==> src/hdl/assert_macros.svh <==
// assertion macros shared by the escape-time unit
// no dependencies; define SYNTH to compile the bodies away
`ifndef ASSERT_MACROS_SVH
`define ASSERT_MACROS_SVH
`ifndef SYNTH
// same-cycle implication, checked out of reset
`define MET_ASSERT_IMPL(lbl, clk, rstn, ante, cons, msg) \
  lbl: assert property (@(posedge clk) disable iff (!(rstn)) (ante) |-> (cons)) \
    else $error(msg);
// next-cycle implication, checked out of reset
`define MET_ASSERT_NEXT(lbl, clk, rstn, ante, cons, msg) \
  lbl: assert property (@(posedge clk) disable iff (!(rstn)) (ante) |=> (cons)) \
    else $error(msg);
`else
`define MET_ASSERT_IMPL(lbl, clk, rstn, ante, cons, msg)
`define MET_ASSERT_NEXT(lbl, clk, rstn, ante, cons, msg)
`endif
`endif

==> src/hdl/met_pkg.sv <==
// shared constants, beat types and saturation helper of the escape-time unit
// no dependencies; imported by every module of the block
package met_pkg;

  // image and number format
  localparam int IMAGE_WIDTH   = 1024;
  localparam int IMAGE_HEIGHT  = 768;
  localparam int FRACTION_BITS = 26;

  // fixed field widths
  localparam int PIXEL_W     = 10;
  localparam int STEP_W      = 27;
  localparam int CENTER_W    = 29;
  localparam int CNT_W       = 12;
  localparam int RED_W       = 8;
  localparam int CFG_DATA_W  = 29;
  localparam int CFG_INDEX_W = 3;

  // coordinate word: six integer bits including sign
  localparam int COORD_W   = FRACTION_BITS + 6;
  // multiplier chain: one digit of the second operand per cell
  localparam int DIGIT_W   = 16;
  localparam int NUM_CELLS = (COORD_W + DIGIT_W - 1) / DIGIT_W;
  localparam int OPB_W     = NUM_CELLS * DIGIT_W;
  localparam int PROD_W    = COORD_W + OPB_W;
  localparam int SCALED_W  = PROD_W - FRACTION_BITS;
  // capped square, at most 16.0
  localparam int SQ_W      = FRACTION_BITS + 5;

  // pixel offset: index minus half size, times step (half size at most 2048)
  localparam int IDX_W  = PIXEL_W + 3;
  localparam int OFF_W  = IDX_W + STEP_W + 1;
  localparam int WIDE_A = (OFF_W > COORD_W + 2) ? OFF_W : COORD_W + 2;
  localparam int WIDE_W = WIDE_A + 1;

  // red level division
  localparam int NUM_W      = CNT_W + RED_W;
  localparam int DIV_STEP_W = $clog2(RED_W + 1);

  localparam logic [SQ_W-1:0] SQ_CAP    = SQ_W'(1) << (FRACTION_BITS + 4);
  localparam logic [SQ_W:0]   ESC_LIMIT = (SQ_W + 1)'(1) << (FRACTION_BITS + 2);
  localparam logic [RED_W-1:0] RED_FULL = {RED_W{1'b1}};

  localparam logic signed [WIDE_W-1:0] FMT_MAX_W =
    {{(WIDE_W - COORD_W + 1){1'b0}}, {(COORD_W - 1){1'b1}}};
  localparam logic signed [WIDE_W-1:0] FMT_MIN_W = ~FMT_MAX_W;

  // config register reset values
  localparam logic [STEP_W-1:0]   STEP_X_RESET   = STEP_W'(131072);
  localparam logic [STEP_W-1:0]   STEP_Y_RESET   = STEP_W'(174763);
  localparam logic [CENTER_W-1:0] CENTER_RESET   = '0;
  localparam logic [CNT_W-1:0]    MAX_ITER_RESET = CNT_W'(100);

  // config register indexes
  typedef enum logic [CFG_INDEX_W-1:0] {
    CFG_STEP_X   = 3'd0,
    CFG_STEP_Y   = 3'd1,
    CFG_CENTER_X = 3'd2,
    CFG_CENTER_Y = 3'd3,
    CFG_MAX_ITER = 3'd4
  } cfg_index_t;

  typedef logic signed [COORD_W-1:0] coord_t;
  typedef logic [COORD_W-1:0]        mag_t;
  typedef logic [OPB_W-1:0]          opb_t;
  typedef logic [SQ_W-1:0]           sq_t;

  // channel payloads
  typedef struct packed {
    logic [PIXEL_W-1:0] pixel_column;
    logic [PIXEL_W-1:0] pixel_row;
  } pixel_in_t;

  typedef struct packed {
    logic [CNT_W-1:0] iteration_count;
    logic             in_set;
    logic [RED_W-1:0] red_level;
  } result_out_t;

  // beat moving from one multiplier cell to the next
  typedef struct packed {
    logic valid;
    mag_t a;
    opb_t b;
    mag_t acc;
    opb_t lo;
  } cell_beat_t;

  typedef struct packed {
    logic valid;
    mag_t a;
    mag_t b;
  } lane_req_t;

  typedef struct packed {
    logic valid;
    sq_t  sq;
  } lane_rsp_t;

  typedef struct packed {
    logic             start;
    logic [NUM_W-1:0] numer;
    logic [CNT_W-1:0] divisor;
  } div_req_t;

  typedef struct packed {
    logic             done;
    logic [RED_W-1:0] quotient;
  } div_rsp_t;

  // clamp a wide signed value to the coordinate range
  function automatic coord_t sat_coord(input logic signed [WIDE_W-1:0] v);
    coord_t r;
    if (v > FMT_MAX_W) begin
      r = {1'b0, {(COORD_W - 1){1'b1}}};
    end else if (v < FMT_MIN_W) begin
      r = {1'b1, {(COORD_W - 1){1'b0}}};
    end else begin
      r = v[COORD_W-1:0];
    end
    return r;
  endfunction

endpackage

==> src/hdl/met_divider.sv <==
// restoring divider for the red level: one quotient bit per cycle
// depends on met_pkg
module met_divider
  import met_pkg::*;
(
  input  logic     clk,
  input  logic     rst_n,
  input  div_req_t req,
  output div_rsp_t rsp
);

  logic [CNT_W-1:0]      rem_r;
  logic [RED_W-1:0]      low_r;
  logic [CNT_W-1:0]      den_r;
  logic [DIV_STEP_W-1:0] steps_r;
  logic                  done_r;
  logic [CNT_W:0]        cand;
  logic [CNT_W:0]        diff;
  logic                  ge;

  // trial subtract of the divisor
  assign cand = {rem_r, low_r[RED_W-1]};
  assign diff = cand - {1'b0, den_r};
  assign ge   = (cand >= {1'b0, den_r});

  // step counter and done strobe
  always_ff @(posedge clk) begin
    if (!rst_n) begin
      steps_r <= '0;
      done_r  <= 1'b0;
    end else begin
      done_r <= 1'b0;
      if (req.start) begin
        steps_r <= DIV_STEP_W'(RED_W);
      end else if (steps_r != '0) begin
        steps_r <= steps_r - 1'b1;
        done_r  <= (steps_r == DIV_STEP_W'(1));
      end
    end
  end

  // remainder and quotient shift register; quotient < 2^RED_W so the
  // upper numerator bits start below the divisor
  always_ff @(posedge clk) begin
    if (req.start) begin
      rem_r <= req.numer[NUM_W-1:RED_W];
      low_r <= req.numer[RED_W-1:0];
      den_r <= req.divisor;
    end else if (steps_r != '0) begin
      rem_r <= ge ? diff[CNT_W-1:0] : cand[CNT_W-1:0];
      low_r <= {low_r[RED_W-2:0], ge};
    end
  end

  assign rsp = '{done: done_r, quotient: low_r};

endmodule

==> config.mk <==
export PLATFORM = sky130hd
export DESIGN_NAME = met_divider
export DESIGN_NICKNAME = d
export VERILOG_FILES = /design/src/hdl/assert_macros.svh /design/src/hdl/met_pkg.sv /design/src/hdl/met_divider.sv
export SDC_FILE = /design/constraint.sdc
export NUM_CORES = 1
export LEC_CHECK = 0
export BUFFER_PORTS_ARGS = -buffer_cell sky130_fd_sc_hd__buf_2
export CELL_PAD_IN_SITES_DETAIL_PLACEMENT = 1
export CELL_PAD_IN_SITES_GLOBAL_PLACEMENT = 2
export CORE_AREA = 4 4 92 94
export DETAILED_ROUTE_END_ITERATION = 8
export DIE_AREA = 0 0 96 98
export MAX_ROUTING_LAYER = met4
export PLACE_DENSITY = 0.79
export SYNTH_ARGS = -nofsm -noshare
export SYNTH_HDL_FRONTEND = slang
export SYNTH_SLANG_ARGS = --single-unit
==> constraint.sdc <==
create_clock -name clk -period 4.81 [get_ports clk]
set_input_delay 0.481 -clock clk [delete_from_list [all_inputs] [get_ports clk]]
set_output_delay 0.481 -clock clk [all_outputs]
set_load 0.01 [all_outputs]
==> flow_metrics.py <==
metrics = {
    "cts": {
        "clk_latency_ns": 0.29,
        "cts_max_path_buffers": 2,
        "cts_tree": "done",
        "cts_sinks": 37,
        "cts_root_buf": "clkbuf_8",
        "cts_resized": 0,
        "cts_hold_buf": 0,
        "cts_made_buffers": 5,
        "clkTransAtPathRegs_ns": 0.08,
        "post_cts_buffers": 0,
        "h-tree-depth": 2,
    },
    "power": {
        "irDropWorstVdd_mv": 0.194,
        "p_sw_w": 0.000563,
        "powerDensity_nw_per_um2": 556,
        "pwr-share-seq_pct": 33.5,
        "p_int_w": 0.000929,
        "p_sw_share_pct": 37.7,
        "share_comb_of_total_power_pct": 44.7,
        "power_frac_clock_pct": 21.8,
        "p_leak_nw": 1.09,
    },
    "critical_path": {
        "critPathMaxFanout": 14,
        "crit_type": "flop to flop",
        "cp_cell_sequence": "ha_1 > a21oi_1 > o21ai_1 > nand2b_1 > and2_0 > a21oi_1 > a221o_1",
        "path_buf_inv": 0,
        "cp-start-kind": "flop",
        "arrival_ns": 2.71,
        "path_delay_family": "compound AO/OA/AOI/OAI gates",
        "end_kind": "flop",
        "critical-path-slowest-cell": "and2_0",
        "cp.required_ns": 4.85,
        "max_stage_delay_ns": 0.58,
        "path_common_cell": "a21oi_1",
    },
    "grt": {
        "gr-total-overflow": 0,
        "grt_pass1_vias": 1861,
        "grt_start_max_net_pins": 39,
        "antenna_found_initial": 0,
        "grt_pass1_wl_um": 9060,
        "track_usage_pct": 12.8,
    },
    "layout": {
        "n_antenna_cell": 0,
        "area.growth.synth_to_final_pct": 20.1,
        "nNetsFinal": 300,
        "drive_gt1_share_pct": 27.1,
        "final_area_um2": 2680,
        "final-instance-count-excl-fill": 353,
        "fin_util_pct": 35.1,
    },
    "timing": {
        "tightest_slew_ns": 1.02,
        "setup_viol": 0,
        "finalCriticalPeriod_ns": 2.67,
        "period_share_pct": 55.5,
        "clock_skew_ns": 0.00570,
        "rsz0062_at_grt": "no",
        "drv_slew": 0,
        "relSlewSlack_pct": 31.6,
        "tns_ns": 0,
        "fin_ws_ns": 2.14,
        "max_clock_freq_mhz": 375,
        "hold_viol": 0,
    },
    "placement": {
        "place_ws_ns": 2.16,
        "dp.cells": 345,
        "post_dp_cell_area_um2": 2550,
        "port_buffers": 43,
        "dp_hpwl_um": 4220,
        "gp_congestion": 0.759,
    },
    "die": {
        "die_height_um": 98,
        "core.rowCount": 32,
        "core_region_area_um2": 7650,
        "io_pins": 44,
        "die_area_um2": 9410,
        "start_util_pct": 29.2,
        "fp.dieW_um": 96,
    },
    "route": {
        "wl_per_cell_um": 15.7,
        "drtIter0Drc": 87,
        "post_drt_via_cell_ratio": 4.90,
        "ant_nets": 0,
        "first_pass_iters": 4,
        "wl_um": 5530,
        "vias": 1730,
        "remaining_drc_errors": 0,
    },
    "logic_synthesis": {
        "syn-num-nets": 256,
        "yosys_warnings": 0,
        "synthFlopType": "edfxtp_1",
        "synthArstFlopShare_pct": 0,
        "syn_area_per_cell_um2": 10.8,
        "ys_types": 50,
        "synth_seq_area_share_pct": 47.5,
        "synth_edf_count": 32,
        "synth.ff_latch_count": 37,
        "synthCells": 206,
        "synth_area_um2": 2230,
    },
    "min_path": {
        "hold_path.class": "input port to flop",
    },
    "run": {
        "drv_cap": 0,
    },
    "run_status": {
        "run_status": "finished, final reports clean",
    },
}
-- layout make-up --
class / instances / area [um2]
clock inverter: 3 / 65.1
fill: 861 / 4960
timing repair buffer: 44 / 223
inverter: 17 / 63.8
clock buffer: 5 / 68.8
multi-input combinational: 145 / 1070
tap: 102 / 128
sequential: 37 / 1060
-- placed cells by master, fill, tap and decap left out, drive strengths merged, types with 3 or more instances in the layout --
cell type and n:
buf 44, edfxtp 32, inv 16, a21oi 15, ha 14, nor2 14
nand2 12, nand3 7, mux2 7, nand2b 6, xnor2 5, xor2 5
clkbuf 5, dfxtp 5, o21ai 5, a21o 5, nand4 4, o31ai 4
nor3 4, and2 4, o311ai 4, or3 3, a41oi 3, a31oi 3
a211oi 3
-- per-layer routing --
layer  part of all wire (%)  global-route usage, %  wire [um]  up-vias
met5                      0                      -          0        -
met4                    1.3                   3.61         72        0
met3                    3.4                   2.47        190        6
met2                     48                   20.1       2660       33
met1                     47                   16.7       2610      828
li1                       -                      -          -      863
-- per-stage QoR --
step	hold WS (ns)	power [W]
floorplan	0.449	0.000994
global route	0.352	0.00160
finish	0.362	0.00149
global placement	0.490	0.00116
CTS	0.353	0.00151
detailed placement	0.497	0.00117
-- cell usage after synthesis, drive strengths merged, types with 4 or more instances --
| master | instances | area (um2) |
|---|---|---|
| a21o | 5 | 40.0 |
| a21oi | 15 | 78.8 |
| and2 | 4 | 25.0 |
| clkbuf | 4 | 15.0 |
| dfxtp | 5 | 100 |
| edfxtp | 32 | 961 |
| ha | 14 | 175 |
| inv | 16 | 60.1 |
| mux2 | 7 | 78.8 |
| nand2 | 12 | 45.0 |
| nand2b | 6 | 37.5 |
| nand3 | 7 | 35.0 |
| nand4 | 4 | 25.0 |
| nor2 | 14 | 55.1 |
| nor3 | 4 | 20.0 |
| o21ai | 5 | 25.0 |
| o311ai | 4 | 35.0 |
| o31ai | 4 | 30.0 |
| xnor2 | 5 | 43.8 |
| xor2 | 5 | 43.8 |
-- flip-flops by register name, summed over array words and instances (netlist names) --
signal	flops
rem_r	12
done_r	1
low_r	8
den_r	12
steps_r	4
-- worst paths after layout --
kind	slack (ns)	depth (start not counted)	endpoint	startpoint
hold reg to reg	0.51	1	done_r	steps_r[2]
hold / removal	0.36	1	den_r[11]	req[11]
setup reg to reg	2.14	7	rem_r[8]	rem_r[7]
setup / recovery	2.14	7	rem_r[8]	rem_r[7]
-- power groups by stage --
| stage | combinational (W) | clock, W | sequential, W |
|---|---|---|---|
| finish | 0.000667 | 0.000325 | 0.000499 |
| detailed placement | 0.000666 | 0 | 0.000505 |
| CTS | 0.000674 | 0.000333 | 0.000499 |
| global route | 0.000744 | 0.000349 | 0.000509 |
| global placement | 0.000657 | 0 | 0.000505 |
| floorplan | 0.000502 | 0 | 0.000492 |
-- cell families after synthesis --
family / count (synthesis) / synth area share [%]
simple gates: 59 / 13.3
compound gates: 53 / 18.2
flops: 37 / 47.5
buf+inv: 24 / 4.43
fa+ha+maj: 15 / 8.74
xor+xnor: 10 / 3.92
mux: 8 / 3.98
No activity file was read; power rests on OpenSTA's default activity.
