[src/hdl/assert_macros.svh]
// assertion macros shared by the escape-time unit
// no dependencies; define SYNTH to compile the bodies away
`ifndef ASSERT_MACROS_SVH
`define ASSERT_MACROS_SVH
`ifndef SYNTH
// same-cycle implication, checked out of reset
`define MET_ASSERT_IMPL(lbl, clk, rstn, ante, cons, msg) \
  lbl: assert property (@(posedge clk) disable iff (!(rstn)) (ante) |-> (cons)) \
    else $error(msg);
// next-cycle implication, checked out of reset
`define MET_ASSERT_NEXT(lbl, clk, rstn, ante, cons, msg) \
  lbl: assert property (@(posedge clk) disable iff (!(rstn)) (ante) |=> (cons)) \
    else $error(msg);
`else
`define MET_ASSERT_IMPL(lbl, clk, rstn, ante, cons, msg)
`define MET_ASSERT_NEXT(lbl, clk, rstn, ante, cons, msg)
`endif
`endif

[src/hdl/met_pkg.sv]
// shared constants, beat types and saturation helper of the escape-time unit
// no dependencies; imported by every module of the block
package met_pkg;

  // image and number format
  localparam int IMAGE_WIDTH   = 1024;
  localparam int IMAGE_HEIGHT  = 768;
  localparam int FRACTION_BITS = 26;

  // fixed field widths
  localparam int PIXEL_W     = 10;
  localparam int STEP_W      = 27;
  localparam int CENTER_W    = 29;
  localparam int CNT_W       = 12;
  localparam int RED_W       = 8;
  localparam int CFG_DATA_W  = 29;
  localparam int CFG_INDEX_W = 3;

  // coordinate word: six integer bits including sign
  localparam int COORD_W   = FRACTION_BITS + 6;
  // multiplier chain: one digit of the second operand per cell
  localparam int DIGIT_W   = 16;
  localparam int NUM_CELLS = (COORD_W + DIGIT_W - 1) / DIGIT_W;
  localparam int OPB_W     = NUM_CELLS * DIGIT_W;
  localparam int PROD_W    = COORD_W + OPB_W;
  localparam int SCALED_W  = PROD_W - FRACTION_BITS;
  // capped square, at most 16.0
  localparam int SQ_W      = FRACTION_BITS + 5;

  // pixel offset: index minus half size, times step (half size at most 2048)
  localparam int IDX_W  = PIXEL_W + 3;
  localparam int OFF_W  = IDX_W + STEP_W + 1;
  localparam int WIDE_A = (OFF_W > COORD_W + 2) ? OFF_W : COORD_W + 2;
  localparam int WIDE_W = WIDE_A + 1;

  // red level division
  localparam int NUM_W      = CNT_W + RED_W;
  localparam int DIV_STEP_W = $clog2(RED_W + 1);

  localparam logic [SQ_W-1:0] SQ_CAP    = SQ_W'(1) << (FRACTION_BITS + 4);
  localparam logic [SQ_W:0]   ESC_LIMIT = (SQ_W + 1)'(1) << (FRACTION_BITS + 2);
  localparam logic [RED_W-1:0] RED_FULL = {RED_W{1'b1}};

  localparam logic signed [WIDE_W-1:0] FMT_MAX_W =
    {{(WIDE_W - COORD_W + 1){1'b0}}, {(COORD_W - 1){1'b1}}};
  localparam logic signed [WIDE_W-1:0] FMT_MIN_W = ~FMT_MAX_W;

  // config register reset values
  localparam logic [STEP_W-1:0]   STEP_X_RESET   = STEP_W'(131072);
  localparam logic [STEP_W-1:0]   STEP_Y_RESET   = STEP_W'(174763);
  localparam logic [CENTER_W-1:0] CENTER_RESET   = '0;
  localparam logic [CNT_W-1:0]    MAX_ITER_RESET = CNT_W'(100);

  // config register indexes
  typedef enum logic [CFG_INDEX_W-1:0] {
    CFG_STEP_X   = 3'd0,
    CFG_STEP_Y   = 3'd1,
    CFG_CENTER_X = 3'd2,
    CFG_CENTER_Y = 3'd3,
    CFG_MAX_ITER = 3'd4
  } cfg_index_t;

  typedef logic signed [COORD_W-1:0] coord_t;
  typedef logic [COORD_W-1:0]        mag_t;
  typedef logic [OPB_W-1:0]          opb_t;
  typedef logic [SQ_W-1:0]           sq_t;

  // channel payloads
  typedef struct packed {
    logic [PIXEL_W-1:0] pixel_column;
    logic [PIXEL_W-1:0] pixel_row;
  } pixel_in_t;

  typedef struct packed {
    logic [CNT_W-1:0] iteration_count;
    logic             in_set;
    logic [RED_W-1:0] red_level;
  } result_out_t;

  // beat moving from one multiplier cell to the next
  typedef struct packed {
    logic valid;
    mag_t a;
    opb_t b;
    mag_t acc;
    opb_t lo;
  } cell_beat_t;

  typedef struct packed {
    logic valid;
    mag_t a;
    mag_t b;
  } lane_req_t;

  typedef struct packed {
    logic valid;
    sq_t  sq;
  } lane_rsp_t;

  typedef struct packed {
    logic             start;
    logic [NUM_W-1:0] numer;
    logic [CNT_W-1:0] divisor;
  } div_req_t;

  typedef struct packed {
    logic             done;
    logic [RED_W-1:0] quotient;
  } div_rsp_t;

  // clamp a wide signed value to the coordinate range
  function automatic coord_t sat_coord(input logic signed [WIDE_W-1:0] v);
    coord_t r;
    if (v > FMT_MAX_W) begin
      r = {1'b0, {(COORD_W - 1){1'b1}}};
    end else if (v < FMT_MIN_W) begin
      r = {1'b1, {(COORD_W - 1){1'b0}}};
    end else begin
      r = v[COORD_W-1:0];
    end
    return r;
  endfunction

endpackage

[src/hdl/met_cell.sv]
// one multiplier cell: adds operand a times one digit of b, shifts a digit out
// depends on met_pkg
module met_cell
  import met_pkg::*;
(
  input  logic       clk,
  input  logic       rst_n,
  input  cell_beat_t beat_in,
  output cell_beat_t beat_out
);

  localparam int SUM_W = COORD_W + DIGIT_W;

  logic [SUM_W-1:0] sum;
  cell_beat_t       beat_r;

  // partial product plus running upper part
  assign sum = SUM_W'(beat_in.acc)
             + SUM_W'(beat_in.a) * SUM_W'(beat_in.b[DIGIT_W-1:0]);

  // payload hand-over to the next cell, valid bit cleared by reset
  always_ff @(posedge clk) begin
    beat_r.a   <= beat_in.a;
    beat_r.b   <= beat_in.b >> DIGIT_W;
    beat_r.acc <= sum[SUM_W-1:DIGIT_W];
    beat_r.lo  <= {sum[DIGIT_W-1:0], beat_in.lo[OPB_W-1:DIGIT_W]};
    if (!rst_n) begin
      beat_r.valid <= 1'b0;
    end else begin
      beat_r.valid <= beat_in.valid;
    end
  end

  assign beat_out = beat_r;

endmodule

[src/hdl/met_lane.sv]
// multiplier lane: chain of cells, then fraction scaling and cap at 16.0
// depends on met_pkg and met_cell
module met_lane
  import met_pkg::*;
(
  input  logic      clk,
  input  logic      rst_n,
  input  lane_req_t req,
  output lane_rsp_t rsp
);

  cell_beat_t          chain [NUM_CELLS+1];
  logic [PROD_W-1:0]   product;
  logic [SCALED_W-1:0] scaled;
  lane_rsp_t           rsp_r;

  // chain entry: operands in, empty accumulator
  assign chain[0] = '{valid: req.valid, a: req.a, b: OPB_W'(req.b), acc: '0, lo: '0};

  for (genvar k = 0; k < NUM_CELLS; k++) begin : g_cell
    met_cell u_cell (
      .clk      (clk),
      .rst_n    (rst_n),
      .beat_in  (chain[k]),
      .beat_out (chain[k+1])
    );
  end

  // full product, drop the fraction bits
  assign product = {chain[NUM_CELLS].acc, chain[NUM_CELLS].lo};
  assign scaled  = product[PROD_W-1:FRACTION_BITS];

  // capped square and its valid bit
  always_ff @(posedge clk) begin
    if (scaled > SCALED_W'(SQ_CAP)) begin
      rsp_r.sq <= SQ_CAP;
    end else begin
      rsp_r.sq <= scaled[SQ_W-1:0];
    end
    if (!rst_n) begin
      rsp_r.valid <= 1'b0;
    end else begin
      rsp_r.valid <= chain[NUM_CELLS].valid;
    end
  end

  assign rsp = rsp_r;

endmodule

[config.mk]
export PLATFORM = sky130hd
export DESIGN_NAME = met_lane
export DESIGN_NICKNAME = d
export VERILOG_FILES = /design/src/hdl/assert_macros.svh /design/src/hdl/met_pkg.sv /design/src/hdl/met_cell.sv /design/src/hdl/met_lane.sv
export SDC_FILE = /design/constraint.sdc
export NUM_CORES = 2
export LEC_CHECK = 0
export BUFFER_PORTS_ARGS = -buffer_cell sky130_fd_sc_hd__buf_2
export CORE_MARGIN = 3
export CORE_UTILIZATION = 30
export DETAILED_ROUTE_END_ITERATION = 8
export GPL_ROUTABILITY_DRIVEN = 0
export GPL_TIMING_DRIVEN = 0
export PLACE_DENSITY = 0.41
export SYNTH_ARGS = -nofsm -noshare
export SYNTH_HDL_FRONTEND = slang
export SYNTH_SLANG_ARGS = --single-unit
[constraint.sdc]
create_clock -name clk -period 7.7 [get_ports clk]
set_clock_uncertainty 0.2 [all_clocks]
set_input_delay 1.155 -clock clk [delete_from_list [all_inputs] [get_ports clk]]
set_output_delay 1.155 -clock clk [all_outputs]
set_load 0.005 [all_outputs]
==> implementation parameters <==
Parameter                              Value

Cells and area
  Share of layout cells above drive strength 1 ... 5.55%
  Number of nets at the end of the flow ... 5,190
  Final standard cell area without fillers ... 38,800 um2
  Number of non-filler instances in the completed layout ... 5,559
  Area growth, synth to finish ... 8.80%
  Fill cell instance count of the final layout ... 12,500
  Area of combinational cells with multiple inputs ... 28,400 um2
  Sequential cell area ... 3040 um2

Die
  Std-Cell Core Area ... 117,000 um2
  Top-level port count ... 99
  Row Count ... 125
  Area enclosed by the die boundary ... 123,000 um2
  Starting Density ... 30.4%
  Chip width ... 351 um
  Die height ... 351 um

STA
  Post-Route Setup TNS ... 0 ns
  Final period utilization ... 97.8%
  Final number of setup-violating endpoints ... 0
  Unrepaired setup endpoints after global routing ... true
  Hold violation total from the final report ... 0
  Normalized max-slew margin ... 36.7%
  Slew Limit Fails ... 0
  Slew at the pin with the worst max-slew slack ... 0.949 ns
  Highest attainable clock frequency ... 0.133 GHz
  Crit path time final ... 7.53 ns
  Post-route worst setup slack ... 0.167 ns

Worst setup path
  CP max FO ... 10
  Critical path class ... in -> reg
  Family with the most delay on the worst path ... adder cells
  Worst path required time ... 7.92 ns
  Crit path max-delay cell type ... sky130_fd_sc_hd__fa_1
  Crit-path most repeated cell ... sky130_fd_sc_hd__fa_1
  Critical Path End Type ... flip-flop
  Largest stage delay, worst path ... 0.61 ns
  Worst Path Buf+Inv ... 5
  Data arrival, critical path ... 7.75 ns
  Cell chain of the critical path ... buf_2 > buf_2 > nand2_1 > fa_1 > inv_1 > fa_1 > fa_1 > fa_1 > fa_1 > inv_1 > fa_1 > inv_1 > ha_1 > a21o_1 > a21o_1 > a21o_1 > o2bb2ai_1 > a22oi_2 > a31oi_1 > a221o_1 > a221oi_2 > xnor2_1
  Launching element type of the critical path ... primary input

Synthesis
  Post-synthesis share of cell area spent on xor and xnor gates ... 1.74%
  Post-synthesis mux area share ... 0%
  Leading post-synthesis cells by cell area ... sky130_fd_sc_hd__fa_1 49%, sky130_fd_sc_hd__inv_1 10%, sky130_fd_sc_hd__dfxtp_1 8.5%
  Main flop type after synthesis ... sky130_fd_sc_hd__dfxtp_1
  Number of flops mapped to enable cells by yosys ... 0
  Post-synthesis cell area ... 35,700 um2
  Dominant cell type by area after synthesis ... sky130_fd_sc_hd__fa_1
  Top-area cell type share of the netlist area ... 48.6%
  Number of nets in the synthesized netlist ... 5,074
  Count of mapped cells out of synthesis ... 3,905
  Dominant combinational cell family by area after synthesis ... adder cells
  Post-Synth Simple-Gate Area ... 16.9%
  Ys Warns ... 0
  Async set-reset flop share out of synthesis ... 0%
  Mean instance size in the synthesized netlist ... 9.13 um2
  Compound-Gate Fraction of Synth Area ... 4.04%
  Register bit count reported by yosys ... 152
  Post-synthesis cell type count ... 62
  Sequential-to-total area share from yosys stat ... 8.53%
  Most instantiated cells after synthesis ... 966 x sky130_fd_sc_hd__inv_1, 865 x sky130_fd_sc_hd__fa_1, 640 x sky130_fd_sc_hd__nand2_1
  Adder-cell share of the synthesized area ... 56.9%
  Most repeated cell in the gate-level netlist after synthesis ... sky130_fd_sc_hd__inv_1

Route
  Post-detailed-route count of antenna-violating nets ... 0
  Routed vias ... 24,900
  Wirelength per Cell ... 21.5 um
  Overall routed net length ... 119,000 um
  DR vias/cell ... 4.49
  Detailed router's first-iteration violation count ... 1,283
  Number of detailed-routing iterations run before antenna repair ... 5
  Post-detailed-route DRC marker count ... 0

GRT
  Total Routing Usage GR ... 20.0%
  Maximum number of pins on one net before global-route repair ... 19
  Vias in the first global route ... 27,400
  Global-route wire length before repair ... 181,000 um
  Antenna violations before repair ... 7
  Overflow after GRT ... 0

Run status
  Outcome ... finished, final reports clean

Clock network
  Root Driver ... sky130_fd_sc_hd__clkbuf_16
  Setup repair bufs after CTS ... 0
  Max Buffers Root-to-Sink ... 2
  H-tree level count ... 4
  Clock tree from TritonCTS ... yes
  Clock buffer count from CTS ... 17
  Clock latency of the later-clocked register in the worst-skew pair ... 0.51 ns
  Cts-stage hold buffer count ... 0
  CTS Sinks ... 152
  Reg clk slew, reported paths ... 0.07 ns

Placed design
  Total instance count after detailed placement ... 5,527
  Post-placement cell area ... 38,100 um2
  Post-DP HPWL ... 101,000 um
  Pre-CTS setup slack ... -0.798 ns
  # port buffers ... 98

Min path
  Hold Crit Class ... reg -> reg

Run
  Max Cap Violations ... 0
## final cells by class
type,instances,share of cell area [%]
Clock buffer,17,1.10
Tap cell,1524,4.91
Clock inverter,15,0.468
Timing Repair Buffer,98,1.27
Multi-Input combinational cell,2620,73.2
Buffer,166,1.90
Sequential cell,152,7.85
Antenna cell,1,0.00645
Inverter,966,9.34
## flip-flops by register name (all words and copies together), names as in the netlist
name                    flops
g_cell.u_cell.beat_out    120
rsp                        32
## worst reg2reg max path, cell delays in order, from the launching register on
cell and delay (ns):
sky130_fd_sc_hd__dfxtp_1 0.62, sky130_fd_sc_hd__clkbuf_1 0.61, sky130_fd_sc_hd__nand2_1 0.18, sky130_fd_sc_hd__fa_1 0.56, sky130_fd_sc_hd__inv_1 0.05, sky130_fd_sc_hd__fa_1 0.58
sky130_fd_sc_hd__fa_1 0.47, sky130_fd_sc_hd__fa_1 0.49, sky130_fd_sc_hd__fa_1 0.51, sky130_fd_sc_hd__inv_1 0.05, sky130_fd_sc_hd__fa_1 0.61, sky130_fd_sc_hd__inv_1 0.09
sky130_fd_sc_hd__ha_1 0.40, sky130_fd_sc_hd__nand4_1 0.17, sky130_fd_sc_hd__nor2_1 0.21, sky130_fd_sc_hd__nand2_1 0.13, sky130_fd_sc_hd__a211oi_4 0.33, sky130_fd_sc_hd__o21ai_1 0.16
sky130_fd_sc_hd__a2111oi_2 0.53, sky130_fd_sc_hd__o21a_1 0.19, sky130_fd_sc_hd__nor2_1 0.05, sky130_fd_sc_hd__xnor2_1 0.11
## placed cells by master (no fill, tap or decap), drive strengths merged, types with 5 or more instances in the layout
cell type    n
clkbuf     173
fa         865
o21a         7
xor2        25
xnor2       46
nor4         8
o21ai       27
nand3       12
buf        108
ha         237
a31oi        9
nor3        12
a21o        37
and2       468
o21bai      11
and3        15
nand2      640
nor2b        7
a21oi       75
clkinv       8
a221oi       5
nand4       16
dfxtp      152
inv        973
nor2        45
o211ai       6
## routing by layer
layer	wire, um	vias to the layer above	global-route usage [%]	part of all wire [%]
met5	0	-	0	0
met4	2180	0	4.23	1.8
met3	5610	77	2.63	4.7
met2	52800	532	31.6	44
met1	58700	12800	29.3	49
li1	-	11500	-	-
## final timing paths
path / from / to / slack (ns) / depth (start not counted)
worst min-delay path: g_cell[1].u_cell.beat_out[128]$_SDFF_PN0_ / rsp[31]$_SDFF_PN0_ / 0.22 / 1
worst min register to register: g_cell[1].u_cell.beat_out[128]$_SDFF_PN0_ / rsp[31]$_SDFF_PN0_ / 0.22 / 1
worst max register to register: g_cell[0].u_cell.beat_out[116]$_DFF_P_ / g_cell[1].u_cell.beat_out[63]$_DFF_P_ / 0.25 / 21
worst max-delay path: req[48] / g_cell[0].u_cell.beat_out[63]$_DFF_P_ / 0.17 / 22
## logic make-up after synthesis
kind of cell,count (synthesis)
flip-flops,152
buffers and inverters,1133
XOR/XNOR,71
AO/OA/AOI/OAI,209
AND/OR/NAND/NOR,1238
adder cells (fa/ha/maj),1102
## repair_timing
item	CTS	global route
gates resized for setup	41	102
pin swaps	0	2
setup endpoints to repair	14	16
## through the flow
step	utilization, %	hold slack [ns]
floorplan	-	0.206
global placement	32.5	0.215
detailed placement	32.5	0.215
CTS	33.0	0.230
global route	33.1	0.261
finish	33.1	0.225
Power is left out: the tool's default activity adds up to more than one toggle a clock period on the data nets, which glitch-free logic cannot reach.
